File: src/rtl/core/ssrt_pkg.sv
`timescale 1ns / 1ps
`default_nettype none
// ----------------------------------------------------------------------------
// ssrt_pkg
// shared types and helpers of the save slot recency table
// ----------------------------------------------------------------------------
package ssrt_pkg;

    localparam int SLOTS_DEF = 8;
    localparam int MAX_SLOTS = 64;
    localparam int IW        = 6;        // slot index / rank width inside a word
    localparam logic [7:0] FREE_MARK   = 8'hFF;
    localparam logic [6:0] SUBJECT_MAX = 7'd99;

    typedef enum logic [2:0] {
        CMD_SAVE    = 3'd0,
        CMD_CLEAR   = 3'd1,
        CMD_LATEST  = 3'd2,
        CMD_FREE    = 3'd3,
        CMD_NEXT    = 3'd4,
        CMD_LIST    = 3'd5,
        CMD_INFO    = 3'd6,
        CMD_UNKNOWN = 3'd7
    } t_cmd;

    typedef enum logic [2:0] {
        K_NONE,
        K_READ,
        K_SAVE,
        K_CLEAR,
        K_LATEST,
        K_FREE,
        K_SUBJ,
        K_LIST
    } t_kind;

    // word that travels down the row of slot cells
    typedef struct packed {
        t_kind           kind;
        logic            incl;
        logic [IW-1:0]   tgt;
        logic [6:0]      key_subj;
        logic [IW-1:0]   key_rank;
        logic            prev_occ;
        logic [7:0]      chamber;
        logic            found;
        logic [IW-1:0]   res_idx;
        logic [7:0]      res_ch;
        logic [6:0]      res_subj;
        logic [IW-1:0]   res_rank;
    } t_word;

    localparam t_word W_NONE = '{kind: K_NONE, default: '0};

    function automatic logic [6:0] f_subj_inc(input logic [6:0] v);
        return (v >= SUBJECT_MAX) ? 7'd0 : v + 7'd1;
    endfunction

endpackage
`default_nettype wire

File: src/rtl/core/ssrt_cell.sv
`timescale 1ns / 1ps
`default_nettype none
// ----------------------------------------------------------------------------
// ssrt_cell
// one save slot: holds its entry, applies passing updates, answers searches
// ----------------------------------------------------------------------------
module ssrt_cell #(
    parameter int SLOTS = ssrt_pkg::SLOTS_DEF,
    parameter int IDX   = 0
) (
    input  wire logic           i_clk,
    input  wire logic           i_rst_n,
    input  wire logic [2:0]     i_auto,
    input  ssrt_pkg::t_word     i_word,
    output ssrt_pkg::t_word     o_word
);
    import ssrt_pkg::*;

    localparam int RW = $clog2(SLOTS);

    logic [7:0]    r_chamber;
    logic [6:0]    r_subj;
    logic [RW-1:0] r_rank;
    t_word         r_word;
    t_word         n_word;

    logic occ, me, me_auto, excl;
    logic [RW-1:0] key_rank;

    assign occ      = (r_chamber != FREE_MARK);
    assign me       = (i_word.tgt == IW'(IDX));
    assign me_auto  = (IW'(i_auto) == IW'(IDX));
    assign excl     = me_auto && !i_word.incl;
    assign key_rank = RW'(i_word.key_rank);

    always_comb begin
        n_word = i_word;
        case (i_word.kind)
            K_READ: begin
                if (me) begin
                    n_word.found    = 1'b1;
                    n_word.res_idx  = IW'(IDX);
                    n_word.res_ch   = r_chamber;
                    n_word.res_subj = r_subj;
                    n_word.res_rank = IW'(r_rank);
                end
            end
            K_LATEST: begin
                if (occ && !excl && r_subj == i_word.key_subj &&
                    (!i_word.found || IW'(r_rank) < i_word.res_rank)) begin
                    n_word.found    = 1'b1;
                    n_word.res_idx  = IW'(IDX);
                    n_word.res_ch   = r_chamber;
                    n_word.res_subj = r_subj;
                    n_word.res_rank = IW'(r_rank);
                end
            end
            K_FREE: begin
                if (!i_word.found && !me_auto && !occ) begin
                    n_word.found   = 1'b1;
                    n_word.res_idx = IW'(IDX);
                    n_word.res_ch  = FREE_MARK;
                end
            end
            K_SUBJ: begin
                if (occ && r_subj == i_word.key_subj) begin
                    n_word.found = 1'b1;
                end
            end
            K_LIST: begin
                if (occ && !excl && r_rank == key_rank) begin
                    n_word.found    = 1'b1;
                    n_word.res_idx  = IW'(IDX);
                    n_word.res_ch   = r_chamber;
                    n_word.res_subj = r_subj;
                    n_word.res_rank = IW'(r_rank);
                end
            end
            default: begin
            end
        endcase
    end

    always_ff @(posedge i_clk) begin
        if (!i_rst_n) begin
            r_chamber   <= FREE_MARK;
            r_word.kind <= K_NONE;
        end else begin
            r_word <= n_word;
            if (i_word.kind == K_SAVE) begin
                if (me) begin
                    r_chamber <= i_word.chamber;
                    r_subj    <= i_word.key_subj;
                    r_rank    <= '0;
                end else if (occ && (!i_word.prev_occ || r_rank < key_rank)) begin
                    r_rank <= r_rank + RW'(1);
                end
            end else if (i_word.kind == K_CLEAR) begin
                if (me) begin
                    r_chamber <= FREE_MARK;
                end else if (occ && i_word.prev_occ && r_rank > key_rank) begin
                    r_rank <= r_rank - RW'(1);
                end
            end
        end
    end

    assign o_word = r_word;

endmodule
`default_nettype wire

File: src/rtl/core/save_slot_recency_table_unit.sv
`timescale 1ns / 1ps
`default_nettype none
// ----------------------------------------------------------------------------
// save_slot_recency_table_unit
// recency ordered table of save slots built as a row of slot cells
// ----------------------------------------------------------------------------
// a request word is taken at a clock edge with start high and busy low.
// results leave on o_valid, one cycle each, o_last marks the final one;
// the receiver cannot stall, so results are never held back.
// each request travels as one or more words down a row of SLOTS cells,
// one cell per cycle, apart from the last case below:
//   save, clear, slot info: a read pass first; for save and clear
//     the update pass then trails behind and overlaps the next request
//   latest of subject, first free: one word
//   list: SLOTS words, one per rank, results follow the found entries
//     and the last one comes once every word is back
//   next subject: SLOTS + 1 candidate words
//   out of range slot and unknown command: no words, result in the next cycle
// o_next_subject always shows the subject counter.
// reset frees every slot, zeroes the counter and the autosave index.
// the autosave index register sits at addresses 0 to 3 of the apb port.
// ----------------------------------------------------------------------------
module save_slot_recency_table_unit #(
    parameter int SLOTS = ssrt_pkg::SLOTS_DEF
) (
    input  wire logic        i_clk,
    input  wire logic        i_rst_n,
    input  wire logic        start,
    output logic             busy,
    input  wire logic [2:0]  i_cmd,
    input  wire logic [2:0]  i_slot,
    input  wire logic [7:0]  i_chamber,
    input  wire logic [6:0]  i_subject,
    input  wire logic        i_include_auto,
    output logic             o_valid,
    output logic             o_found,
    output logic [2:0]       o_result_slot,
    output logic [7:0]       o_result_chamber,
    output logic [7:0]       o_result_subject,
    output logic [6:0]       o_next_subject,
    output logic             o_last,
    input  wire logic        psel,
    input  wire logic        penable,
    input  wire logic        pwrite,
    input  wire logic [2:0]  paddr,
    input  wire logic [31:0] pwdata,
    output logic [31:0]      prdata,
    output logic             pready
);
    import ssrt_pkg::*;

    localparam int CW = $clog2(SLOTS + 2);

    typedef enum logic [2:0] {S_IDLE, S_READ, S_ONE, S_SUBJ, S_LIST, S_LEND} t_state;

    typedef struct packed {
        logic       found;
        logic [2:0] slot;
        logic [7:0] ch;
        logic [7:0] subj;
    } t_res;

    t_state        r_state;
    t_word         r_head;
    t_cmd          r_cmd;
    logic [2:0]    r_slot;
    logic [7:0]    r_chamber;
    logic [6:0]    r_subject;
    logic          r_incl;
    logic [CW-1:0] r_icnt;
    logic [CW-1:0] r_rcnt;
    logic [6:0]    r_ckey;
    logic [6:0]    r_cnt;
    logic          r_done;
    t_word         r_held;
    logic          r_hvalid;
    logic [2:0]    r_auto;
    logic          r_valid;
    logic          r_last;
    t_res          r_res;

    t_word chain [SLOTS+1];
    t_word tail;

    assign chain[0] = r_head;
    assign tail     = chain[SLOTS];

    for (genvar g = 0; g < SLOTS; g++) begin : g_cell
        ssrt_cell #(.SLOTS(SLOTS), .IDX(g)) u_cell (
            .i_clk  (i_clk),
            .i_rst_n(i_rst_n),
            .i_auto (r_auto),
            .i_word (chain[g]),
            .o_word (chain[g+1])
        );
    end

    function automatic t_res f_res(input logic f, input logic [2:0] s,
                                   input logic [7:0] c, input logic [7:0] u);
        t_res r;
        r.found = f;
        r.slot  = s;
        r.ch    = c;
        r.subj  = u;
        return r;
    endfunction

    function automatic t_res f_from_word(input t_word w);
        t_res r;
        r.found = 1'b1;
        r.slot  = 3'(w.res_idx);
        r.ch    = w.res_ch;
        r.subj  = (w.res_ch == FREE_MARK) ? FREE_MARK : {1'b0, w.res_subj};
        return r;
    endfunction

    t_res none_res;
    assign none_res = f_res(1'b0, 3'd0, FREE_MARK, FREE_MARK);

    always_ff @(posedge i_clk) begin
        if (!i_rst_n) begin
            r_state     <= S_IDLE;
            r_head.kind <= K_NONE;
            r_cnt       <= '0;
            r_done      <= 1'b0;
            r_hvalid    <= 1'b0;
            r_auto      <= '0;
            r_valid     <= 1'b0;
            r_last      <= 1'b0;
        end else begin
            r_valid <= 1'b0;
            r_head  <= W_NONE;
            if (psel && penable && pwrite && !paddr[2]) begin
                r_auto <= pwdata[2:0];
            end
            case (r_state)
                S_IDLE: begin
                    if (start) begin
                        r_cmd     <= t_cmd'(i_cmd);
                        r_slot    <= i_slot;
                        r_chamber <= i_chamber;
                        r_subject <= i_subject;
                        r_incl    <= i_include_auto;
                        r_icnt    <= CW'(1);
                        r_rcnt    <= '0;
                        case (t_cmd'(i_cmd))
                            CMD_SAVE, CMD_CLEAR, CMD_INFO: begin
                                if (32'(i_slot) < SLOTS) begin
                                    r_head.kind <= K_READ;
                                    r_head.tgt  <= IW'(i_slot);
                                    r_state     <= S_READ;
                                end else begin
                                    r_res   <= f_res(1'b0, i_slot, FREE_MARK, FREE_MARK);
                                    r_valid <= 1'b1;
                                    r_last  <= 1'b1;
                                end
                            end
                            CMD_LATEST: begin
                                r_head.kind     <= K_LATEST;
                                r_head.key_subj <= i_subject;
                                r_head.incl     <= i_include_auto;
                                r_state         <= S_ONE;
                            end
                            CMD_FREE: begin
                                r_head.kind <= K_FREE;
                                r_state     <= S_ONE;
                            end
                            CMD_NEXT: begin
                                r_head.kind     <= K_SUBJ;
                                r_head.key_subj <= r_cnt;
                                r_ckey          <= f_subj_inc(r_cnt);
                                r_done          <= 1'b0;
                                r_state         <= S_SUBJ;
                            end
                            CMD_LIST: begin
                                r_head.kind     <= K_LIST;
                                r_head.key_rank <= '0;
                                r_head.incl     <= i_include_auto;
                                r_hvalid        <= 1'b0;
                                r_state         <= S_LIST;
                            end
                            default: begin
                                r_res   <= none_res;
                                r_valid <= 1'b1;
                                r_last  <= 1'b1;
                            end
                        endcase
                    end
                end
                S_READ: begin
                    if (tail.kind == K_READ) begin
                        r_valid <= 1'b1;
                        r_last  <= 1'b1;
                        r_state <= S_IDLE;
                        if (r_cmd == CMD_INFO) begin
                            r_res <= f_from_word(tail);
                        end else begin
                            // the update word leads any later request down the row
                            r_head.tgt      <= IW'(r_slot);
                            r_head.key_rank <= tail.res_rank;
                            r_head.prev_occ <= (tail.res_ch != FREE_MARK);
                            r_head.chamber  <= r_chamber;
                            r_head.key_subj <= r_subject;
                            if (r_cmd == CMD_SAVE && r_chamber != FREE_MARK) begin
                                r_head.kind <= K_SAVE;
                                r_res <= f_res(1'b1, r_slot, r_chamber, {1'b0, r_subject});
                            end else begin
                                r_head.kind <= K_CLEAR;
                                r_res <= f_res(1'b1, r_slot, FREE_MARK, FREE_MARK);
                            end
                        end
                    end
                end
                S_ONE: begin
                    if (tail.kind == K_LATEST || tail.kind == K_FREE) begin
                        r_res   <= tail.found ? f_from_word(tail) : none_res;
                        r_valid <= 1'b1;
                        r_last  <= 1'b1;
                        r_state <= S_IDLE;
                    end
                end
                S_SUBJ: begin
                    if (32'(r_icnt) < SLOTS + 1) begin
                        r_head.kind     <= K_SUBJ;
                        r_head.key_subj <= r_ckey;
                        r_ckey          <= f_subj_inc(r_ckey);
                        r_icnt          <= r_icnt + CW'(1);
                    end
                    if (tail.kind == K_SUBJ) begin
                        // candidates come back in order, stop at the first unused one
                        if (!r_done) begin
                            if (tail.found) begin
                                r_cnt <= f_subj_inc(r_cnt);
                            end else begin
                                r_done <= 1'b1;
                            end
                        end
                        r_rcnt <= r_rcnt + CW'(1);
                        if (32'(r_rcnt) == SLOTS) begin
                            r_res   <= none_res;
                            r_valid <= 1'b1;
                            r_last  <= 1'b1;
                            r_state <= S_IDLE;
                        end
                    end
                end
                S_LIST: begin
                    if (32'(r_icnt) < SLOTS) begin
                        r_head.kind     <= K_LIST;
                        r_head.key_rank <= IW'(r_icnt);
                        r_head.incl     <= r_incl;
                        r_icnt          <= r_icnt + CW'(1);
                    end
                    if (tail.kind == K_LIST) begin
                        // hold one entry back so the final one can carry last
                        if (tail.found) begin
                            if (r_hvalid) begin
                                r_res   <= f_from_word(r_held);
                                r_valid <= 1'b1;
                                r_last  <= 1'b0;
                            end
                            r_held   <= tail;
                            r_hvalid <= 1'b1;
                        end
                        r_rcnt <= r_rcnt + CW'(1);
                        if (32'(r_rcnt) == SLOTS - 1) begin
                            r_state <= S_LEND;
                        end
                    end
                end
                S_LEND: begin
                    r_res   <= r_hvalid ? f_from_word(r_held) : none_res;
                    r_valid <= 1'b1;
                    r_last  <= 1'b1;
                    r_state <= S_IDLE;
                end
                default: begin
                    r_state <= S_IDLE;
                end
            endcase
        end
    end

    assign busy             = (r_state != S_IDLE);
    assign o_valid          = r_valid;
    assign o_found          = r_res.found;
    assign o_result_slot    = r_res.slot;
    assign o_result_chamber = r_res.ch;
    assign o_result_subject = r_res.subj;
    assign o_next_subject   = r_cnt;
    assign o_last           = r_last;
    assign pready           = 1'b1;
    assign prdata           = paddr[2] ? 32'd0 : {29'd0, r_auto};

endmodule
`default_nettype wire

File: config.mk
export PLATFORM = sky130hd
export DESIGN_NAME = save_slot_recency_table_unit
export DESIGN_NICKNAME = d
export VERILOG_FILES = /design/src/rtl/core/ssrt_pkg.sv /design/src/rtl/core/ssrt_cell.sv /design/src/rtl/core/save_slot_recency_table_unit.sv
export SDC_FILE = /design/constraint.sdc
export NUM_CORES = 1
export LEC_CHECK = 0
export ABC_CLOCK_PERIOD_IN_PS = 3700
export BUFFER_PORTS_ARGS = -buffer_cell sky130_fd_sc_hd__buf_2
export CORE_MARGIN = 1.5
export CORE_UTILIZATION = 50
export CTS_CLUSTER_DIAMETER = 100
export DETAILED_ROUTE_END_ITERATION = 6
export PLACE_DENSITY = 0.67
export SLEW_MARGIN = 20
export SYNTH_ARGS = -nofsm -noshare
export SYNTH_HDL_FRONTEND = slang
export SYNTH_SLANG_ARGS = --single-unit
File: constraint.sdc
create_clock -name i_clk -period 3.7 [get_ports i_clk]
set_clock_uncertainty 0.15 [all_clocks]
set_input_delay 1.11 -clock i_clk [delete_from_list [all_inputs] [get_ports i_clk]]
set_output_delay 1.11 -clock i_clk [all_outputs]
set_load 0.005 [all_outputs]
==> results of run 1 <==
==> sequential cells by signal, summed over array words and instances, names as in the netlist, 3 cells and up <==
name / flops
r_ckey: 7
o_result_chamber: 8
r_icnt: 4
r_rcnt: 4
g_cell.u_cell.o_word: 354
r_slot: 3
r_subject: 7
r_state: 3
o_next_subject: 7
g_cell.u_cell.r_subj: 56
o_result_subject: 8
r_auto: 3
r_held: 18
r_chamber: 8
o_result_slot: 3
r_cmd: 3
chain: 26
g_cell.u_cell.r_rank: 24
g_cell.u_cell.r_chamber: 64
==> metrics by stage <==
| step | hold slack, ns | utilization [%] |
|---|---|---|
| after global placement | 0.286 | 52.4 |
| after CTS | 0.300 | 56.4 |
| final | 0.297 | 56.4 |
| after floorplan | 0.268 | - |
| after global routing | 0.313 | 56.4 |
| after detailed placement | 0.283 | 52.4 |
==> synth_stat cells, types with 16 or more instances <==
library cell	n	area [µm²]
a21oi_1	65	325
a22o_1	33	289
a22oi_1	22	165
and2_1	63	394
and3_1	23	144
buf_4	31	233
clkbuf_1	57	214
dfxtp_1	108	2160
edfxtp_1	508	15300
ha_1	60	751
inv_1	93	349
mux2_2	41	462
mux2i_1	24	240
nand2_1	162	608
nand2b_1	35	219
nand3_1	57	285
nand4_1	31	194
nor2_1	179	672
nor2b_1	40	250
nor3_1	85	425
o21ai_0	158	791
or2_2	16	100
xnor2_1	32	280
xor2_1	37	324
==> how the worst min path moves through the flow <==
stage | from | to | slack [ns] | cells after the start
detailed placement | g_cell[7].u_cell.o_word[12] | r_held[12] | 0.28 | 0
finish | g_cell[1].u_cell.o_word[38] | g_cell[2].u_cell.o_word[38] | 0.30 | 0
global placement | g_cell[1].u_cell.o_word[52] | g_cell[2].u_cell.o_word[52] | 0.29 | 0
CTS | g_cell[7].u_cell.o_word[12] | r_held[12] | 0.30 | 0
floorplan | g_cell[1].u_cell.o_word[51] | g_cell[2].u_cell.o_word[51] | 0.27 | 0
global route | g_cell[1].u_cell.o_word[38] | g_cell[2].u_cell.o_word[38] | 0.31 | 0
==> power by group <==
group / switching [mW] / internal (mW)
registers: 0.243 / 7.84
logic: 0.454 / 0.277
clock network: 2.60 / 3.97
==> routing by layer <==
metal,track usage (%),wire length [µm]
met2,38.0,30800
met4,5.63,1270
met1,30.5,26900
met3,4.06,4060
met5,0,0
==> logic make-up (layout without fill, tap and decap cells) <==
| family | Yosys count | after routing |
|---|---|---|
| buf+inv | 205 | 310 |
| other cells | 2 | 30 |
| flops | 616 | 616 |
| compound gates | 433 | 433 |
| mux | 66 | 66 |
| fa+ha+maj | 61 | 61 |
| xor+xnor | 69 | 69 |
| simple gates | 749 | 749 |
==> worst max-delay path, delay by kind of cell (launching register included) <==
family / cells / cell delay [ns]
xor gates and xnor gates: 1 / 0.18
buffers and inverters: 3 / 0.61
AOI/OAI and AO/OA: 2 / 0.57
and+or+nand+nor: 3 / 0.83
muxes: 1 / 0.16
DFF: 1 / 0.43
==> area by class of cell <==
cell class                      count  area, µm²
Inverter                           94        353
Fill cell                        4423      23400
Clock inverter                     30        427
Sequential cell                   616      17400
Clock buffer                       86       1730
Timing Repair Buffer              100        638
Tap cell                          696        871
Multi-Input combinational cell   1408       8790
==> impl_summary.txt, run 1 <==
----------------------------------------------------
[Run status]
  Status ... finished clean

[Setup path]
  Capturing element of the worst setup path ... g_cell[4].u_cell.o_word[18]
  Setup Crit Path Kind ... register to register
  Type of element capturing the critical path ... register
  Crit-path cells ... xor2_1 > nor4_1 > buf_4 > nand4_1 > a2111oi_0 > buf_4 > o311ai_4 > buf_12 > mux2i_1 > nand2_1
  Reg-to-reg critical path endpoint ... g_cell[4].u_cell.o_word[18]
  Slowest cell on the critical path ... nor4_1
  Most frequent CP cell ... buf_4
  Startpoint class of the critical path ... register
  Crit path largest cell delay ... about 0.52 ns
  Count of cells along the worst register-to-register path ... 10
  Endpoint required time on the critical path ... 3.90 ns
  RR Startpoint ... g_cell[3].u_cell.o_word[43]
  Crit path launch ... g_cell[3].u_cell.o_word[43]
  Largest fanout of any net on the critical path ... 25
  Arr. time, crit path ... between 3 and 4 ns
  Register-to-register setup slack ... 0.48 ns

[Floorplanning]
  Area of the die ... ~55000 µm²
  Vertical die dimension ... 236 µm
  Number of top-level pins ... 126
  Die width ... 236 µm
  Core ar. ... 53600 µm²
  Number of core rows ... 85
  Effective utilization at floorplan ... 50.4%

[Finish]
  Most common library cell in the layout ignoring fill and taps ... edfxtp_1
  Layout overhead on the synthesized area ... 11.8%
  Final antenna diode count ... 0
  Fin area ... approximately 30000 µm²
  Share of layout cells above drive strength 1 ... 11.7%
  Net count, final ... 2404
  Number of standard cells in the layout, taps in and fillers out ... 3030
  Most used cells in the layout excluding fill and tap cells ... edfxtp_1, nor2_1, nand2_1, o21ai_0, dfxtp_1

[Timing]
  Fmax ... 0.311 GHz
  Share of the clock period used by the worst path ... just under 90%
  Crit path time final ... 3.22 ns
  Max-slew violation count ... 0
  Fin. Hold Viols ... 0
  Slew @ Worst Pin ... 0.967 ns
  Unrepaired setup endpoints after global routing ... false
  Relative slew slack ... 35.1%
  Setup WS post-layout ... 0.481 ns
  Final count of negative-setup-slack endpoints ... 0
  Aggregate negative setup slack ... 0 ns

[Worst hold path]
  Type of the worst min-delay path ... register to register

[Logic synthesis]
  Mapped cell area ... 27000 µm²
  Post-synthesis share of cell area spent on full adders, half adders and majority gates ... 2.81%
  Mux share of post-synthesis cell area ... 2.65%
  Yosys cell types ... a little under 90
  Most used flip-flop cell after synthesis ... edfxtp_1
  Area share of xor/xnor cells in the synthesized design ... 2.24%
  Simple-Gate Fraction of Synth Area ... 13.8%
  Post-synthesis sequential element count ... 616
  Main combinational cell family by area after synthesis ... simple AND/OR/NAND/NOR gates
  Synthesis Warnings ... 0
  Average footprint of a synthesized cell ... 12.3 µm²
  Portion of the post-synthesis area used by sequential elements ... 64.4%
  Cell count after synthesis ... 2201
  Complex-gate fraction of the synthesized area ... a little over a tenth
  Share of flip-flops with an asynchronous set or reset ... 0%
  Count of flip-flops with a built-in enable after synthesis ... around 510

[Pwr]
  Power density over cell area ... 509 nW/µm²
  Pleak ... 11.3 nW
  Total Power ... between 15 and 20 mW
  Peak ir drop on the vdd network ... 0.000454 V

[Route]
  Vias after detailed routing ... about 18000
  DRC ... 0
  Detailed-routing iteration count for the pre-antenna-repair pass ... 6
  Average wire length per cell after detail routing ... 20.8 µm
  Remaining number of nets flagged by the antenna check after routing ... 0
  Via density per instance ... 5.79
  Number of DRC markers after the initial detailed-route iteration ... about 1600
  Detailed Route WL ... approximately 63000 µm

[Place]
  Port bufs ... 64
  Placer Congestion ... between 0.9 and 1
  DP Wirelength ... roughly 46000 µm
  Post-Place Setup Slack ... 0.488 ns
  Placed instance count ... approximately 3000
  Placement Cell Area ... 28100 µm²

[Flow run]
  # Max-Cap Violations ... 0

[GRT]
  Global router's overall resource usage ... ~23%
  GRT overflow ... 0
  Wire length of the first global-routing pass ... 97200 µm
  Via count of the first global-routing pass ... 17100
  Largest net degree at the start of global routing ... 92
  Initial antenna violation count ... 1

[Clocking]
  Number of buffers on the longest clock path ... 3
  Clock buffers created by TritonCTS ... slightly above 60
  Clock net sink count ... 616
  Postcts setup bufs ... 0
  Clock root buffer master ... clkbuf_16
  Level count of the clock H-tree ... 2
  Resize count post-CTS ... 0
  CTS clk-pin slew, worst paths ... 0.06 ns
  Number of hold buffers added after cts ... 0
  Worst-Skew Late Latency ... around 0.62 ns
  Clock tree from TritonCTS ... built

----------------------------------------------------
No activity file was read; power rests on OpenSTA's default activity.
==> inputs of run 2 (changes only) <==
--- a/config.mk
+++ b/config.mk
@@ -11,6 +11,7 @@
 export CORE_UTILIZATION = 50
 export CTS_CLUSTER_DIAMETER = 100
 export DETAILED_ROUTE_END_ITERATION = 6
+export GPL_TIMING_DRIVEN = 0
 export PLACE_DENSITY = 0.67
 export SLEW_MARGIN = 20
 export SYNTH_ARGS = -nofsm -noshare
==> run 2 against run 1 <==
Against the previous run: setup slack worse by 0.36 ns; critical endpoint is now r_ckey[5]; largest power group unchanged; register-to-register slack worse by 0.35 ns; critical path depth down 5; worst hold slack worse by 0.0013 ns; critical path type is now primary input to register.
==> impl_summary.txt, run 2 (synthesis results as in run 1) <==
----------------------------------------------------
[Clocking]
  Clock buffers created by TritonCTS ... 67 (was 61)
  Clock tree from TritonCTS ... built (unchanged)
  CTS clk-pin slew, worst paths ... 0.06 ns (about the same)
  Clock root buffer master ... clkbuf_16 (unchanged)
  Postcts setup bufs ... 0 (unchanged)
  Number of hold buffers added after cts ... 0 (unchanged)
  Clock net sink count ... 616 (unchanged)
  Number of buffers on the longest clock path ... 3 (unchanged)
  Resize count post-CTS ... 4 (was 0)
  Level count of the clock H-tree ... 3 (was 2)
  Worst-Skew Late Latency ... 0.61 ns (was 0.62 ns)

[Finish]
  Most used cells in the layout excluding fill and tap cells ... edfxtp_1, nor2_1, nand2_1, o21ai_0, dfxtp_1 (unchanged)
  Layout overhead on the synthesized area ... 13.2% (was 11.8%)
  Net count, final ... 2488 (was 2404)
  Fin area ... 30600 µm² (was 30200 µm²)
  Most common library cell in the layout ignoring fill and taps ... edfxtp_1 (unchanged)
  Largest register FFs ... 354 (unchanged)
  Share of layout cells above drive strength 1 ... 12.3% (was 11.7%)

[Place]
  Post-Place Setup Slack ... -1.02 ns (was 0.488 ns)
  Placer Congestion ... 0.920 (was 0.910)
  Placement Cell Area ... 28400 µm² (was 28100 µm²)
  Port bufs ... 64 (unchanged)
  DP Wirelength ... 48000 µm (was 45700 µm)

[GRT]
  Wire length of the first global-routing pass ... 99700 µm (was 97200 µm)
  Global router's overall resource usage ... 23.5% (was 22.6%)
  Via count of the first global-routing pass ... 17400 (was 17100)
  GRT overflow ... 0 (unchanged)
  Initial antenna violation count ... 1 (unchanged)
  Largest net degree at the start of global routing ... 98 (was 92)

[Setup path]
  Endpoint required time on the critical path ... 3.83 ns (was 3.90 ns)
  Arr. time, crit path ... 3.70 ns (was 3.42 ns)
  Startpoint class of the critical path ... primary input (was register)
  Crit path largest cell delay ... 0.84 ns (was 0.52 ns)
  Crit-path cells ... buf_8 > buf_16 > clkbuf_1 > clkdlybuf4s15_1 > o21a_1 (was xor2_1 > nor4_1 > buf_4 > nand4_1 > a2111oi_0 > buf_4 > o311ai_4 > buf_12 > mux2i_1 > nand2_1)
  Setup Crit Path Kind ... primary input to register (was register to register)
  Slowest cell on the critical path ... clkdlybuf4s15_1 (was nor4_1)
  Largest fanout of any net on the critical path ... 91 (was 25)
  Type of element capturing the critical path ... register (unchanged)
  Count of cells along the worst register-to-register path ... 7 (was 10)

[Worst hold path]
  Hold Crit Depth ... 0 (unchanged)
  Type of the worst min-delay path ... register to register (unchanged)

[Pwr]
  Internal Dissipation ... 12.0 mW (was 12.1 mW)
  Switching portion of total power ... 22.2% (was 21.4%)
  Total Power ... 15.4 mW (about the same)
  Power density over cell area ... 503 nW/µm² (was 509 nW/µm²)
  Pleak ... 11.5 nW (was 11.3 nW)
  Proportion of power drawn by combinational gates ... 5.2% (was 4.7%)
  Clock network power share ... 42.5% (was 42.7%)
  Peak ir drop on the vdd network ... 0.000538 V (was 0.000454 V)
  Switching power total ... 3.41 mW (was 3.30 mW)
  Sequential share of power ... 52.4% (was 52.6%)

[Timing]
  Unrepaired setup endpoints after global routing ... false (unchanged)
  Final count of negative-setup-slack endpoints ... 0 (unchanged)
  Relative slew slack ... 23.8% (was 35.1%)
  Crit path time final ... 3.58 ns (was 3.22 ns)
  Setup WS post-layout ... 0.122 ns (was 0.481 ns)
  Fmax ... 0.279 GHz (was 0.311 GHz)
  Slew @ Worst Pin ... 1.14 ns (was 0.967 ns)
  Max-slew violation count ... 0 (unchanged)
  Fin. Hold Viols ... 0 (unchanged)
  Share of the clock period used by the worst path ... 96.7% (was 87.0%)
  Aggregate negative setup slack ... 0 ns (unchanged)

[Route]
  Via density per instance ... 5.67 (was 5.79)
  Number of DRC markers after the initial detailed-route iteration ... 1697 (was 1641)
  Remaining number of nets flagged by the antenna check after routing ... 0 (unchanged)
  Average wire length per cell after detail routing ... 20.7 µm (was 20.8 µm)
  Detailed-routing iteration count for the pre-antenna-repair pass ... 6 (unchanged)
  DRC ... 0 (unchanged)
  Vias after detailed routing ... 17700 (was 17500)
  Detailed Route WL ... 64600 µm (was 63000 µm)

[Flow run]
  # Max-Cap Violations ... 0 (unchanged)

[Floorplanning]
  Vertical die dimension ... 236 µm (unchanged)
  Die width ... 236 µm (unchanged)
  Area of the die ... 55500 µm² (unchanged)
  Core ar. ... 53600 µm² (unchanged)
  Number of top-level pins ... 126 (unchanged)
  Number of core rows ... 85 (unchanged)
  Effective utilization at floorplan ... 50.4% (unchanged)

[Run status]
  Status ... finished clean (unchanged)

----------------------------------------------------
## run 2: per-layer routing
| layer | part of all wire, % | GRT usage, % | vias up |
|---|---|---|---|
| met1 | 43 | 31.2 | 8565 |
| met4 | 3.8 | 9.27 | 0 |
| met2 | 46 | 37.6 | 564 |
| met5 | 0 | 0 | - |
| met3 | 6.5 | 5.27 | 119 |
| li1 | - | - | 8422 |
## run 2: worst max-delay path: cells and delay by family
kind / cells / cell delay (ns)
buffers and inverters: 4 / 1.98
AO/OA/AOI/OAI: 1 / 0.44
## run 2: stage by stage
stage                     hold WS [ns]  std cells  utilization (%)
after CTS                        0.285       3114             57.1
after global placement           0.283       2989             52.9
final                            0.296       3116             57.1
after detailed placement         0.279       2992             53.0
after floorplan                  0.268       2229                -
after global routing             0.302       3114             57.1
## run 2: final timing paths
path,start,end,slack (ns)
max,i_rst_n,r_ckey[5],0.12
max reg2reg,g_cell[6].u_cell.o_word[47],g_cell[7].u_cell.o_word[0],0.13
min,g_cell[1].u_cell.o_word[51],g_cell[2].u_cell.o_word[51],0.30
min reg2reg,g_cell[1].u_cell.o_word[51],g_cell[2].u_cell.o_word[51],0.30
## run 2: area by class of cell
cell class / count / area [µm²]
Inverter: 94 / 353
Sequential cell: 616 / 17400
Clock inverter: 30 / 293
Buffer: 111 / 617
Fill cell: 4384 / 23000
Multi-Input combinational cell: 1408 / 8780
Tap cell: 696 / 871
Clock buffer: 92 / 1860
Antenna cell: 2 / 5.00
Timing Repair Buffer: 67 / 413
## run 2: power by group through the flow
stage	registers (mW)	clock network [mW]	logic [mW]
2_1_floorplan	8.09	0	0.482
5_1_grt	8.08	6.92	0.881
6_report	8.06	6.54	0.795
3_5_place_dp	8.20	0	0.787
3_3_place_gp	8.23	0	0.762
4_1_cts	8.05	6.66	0.792
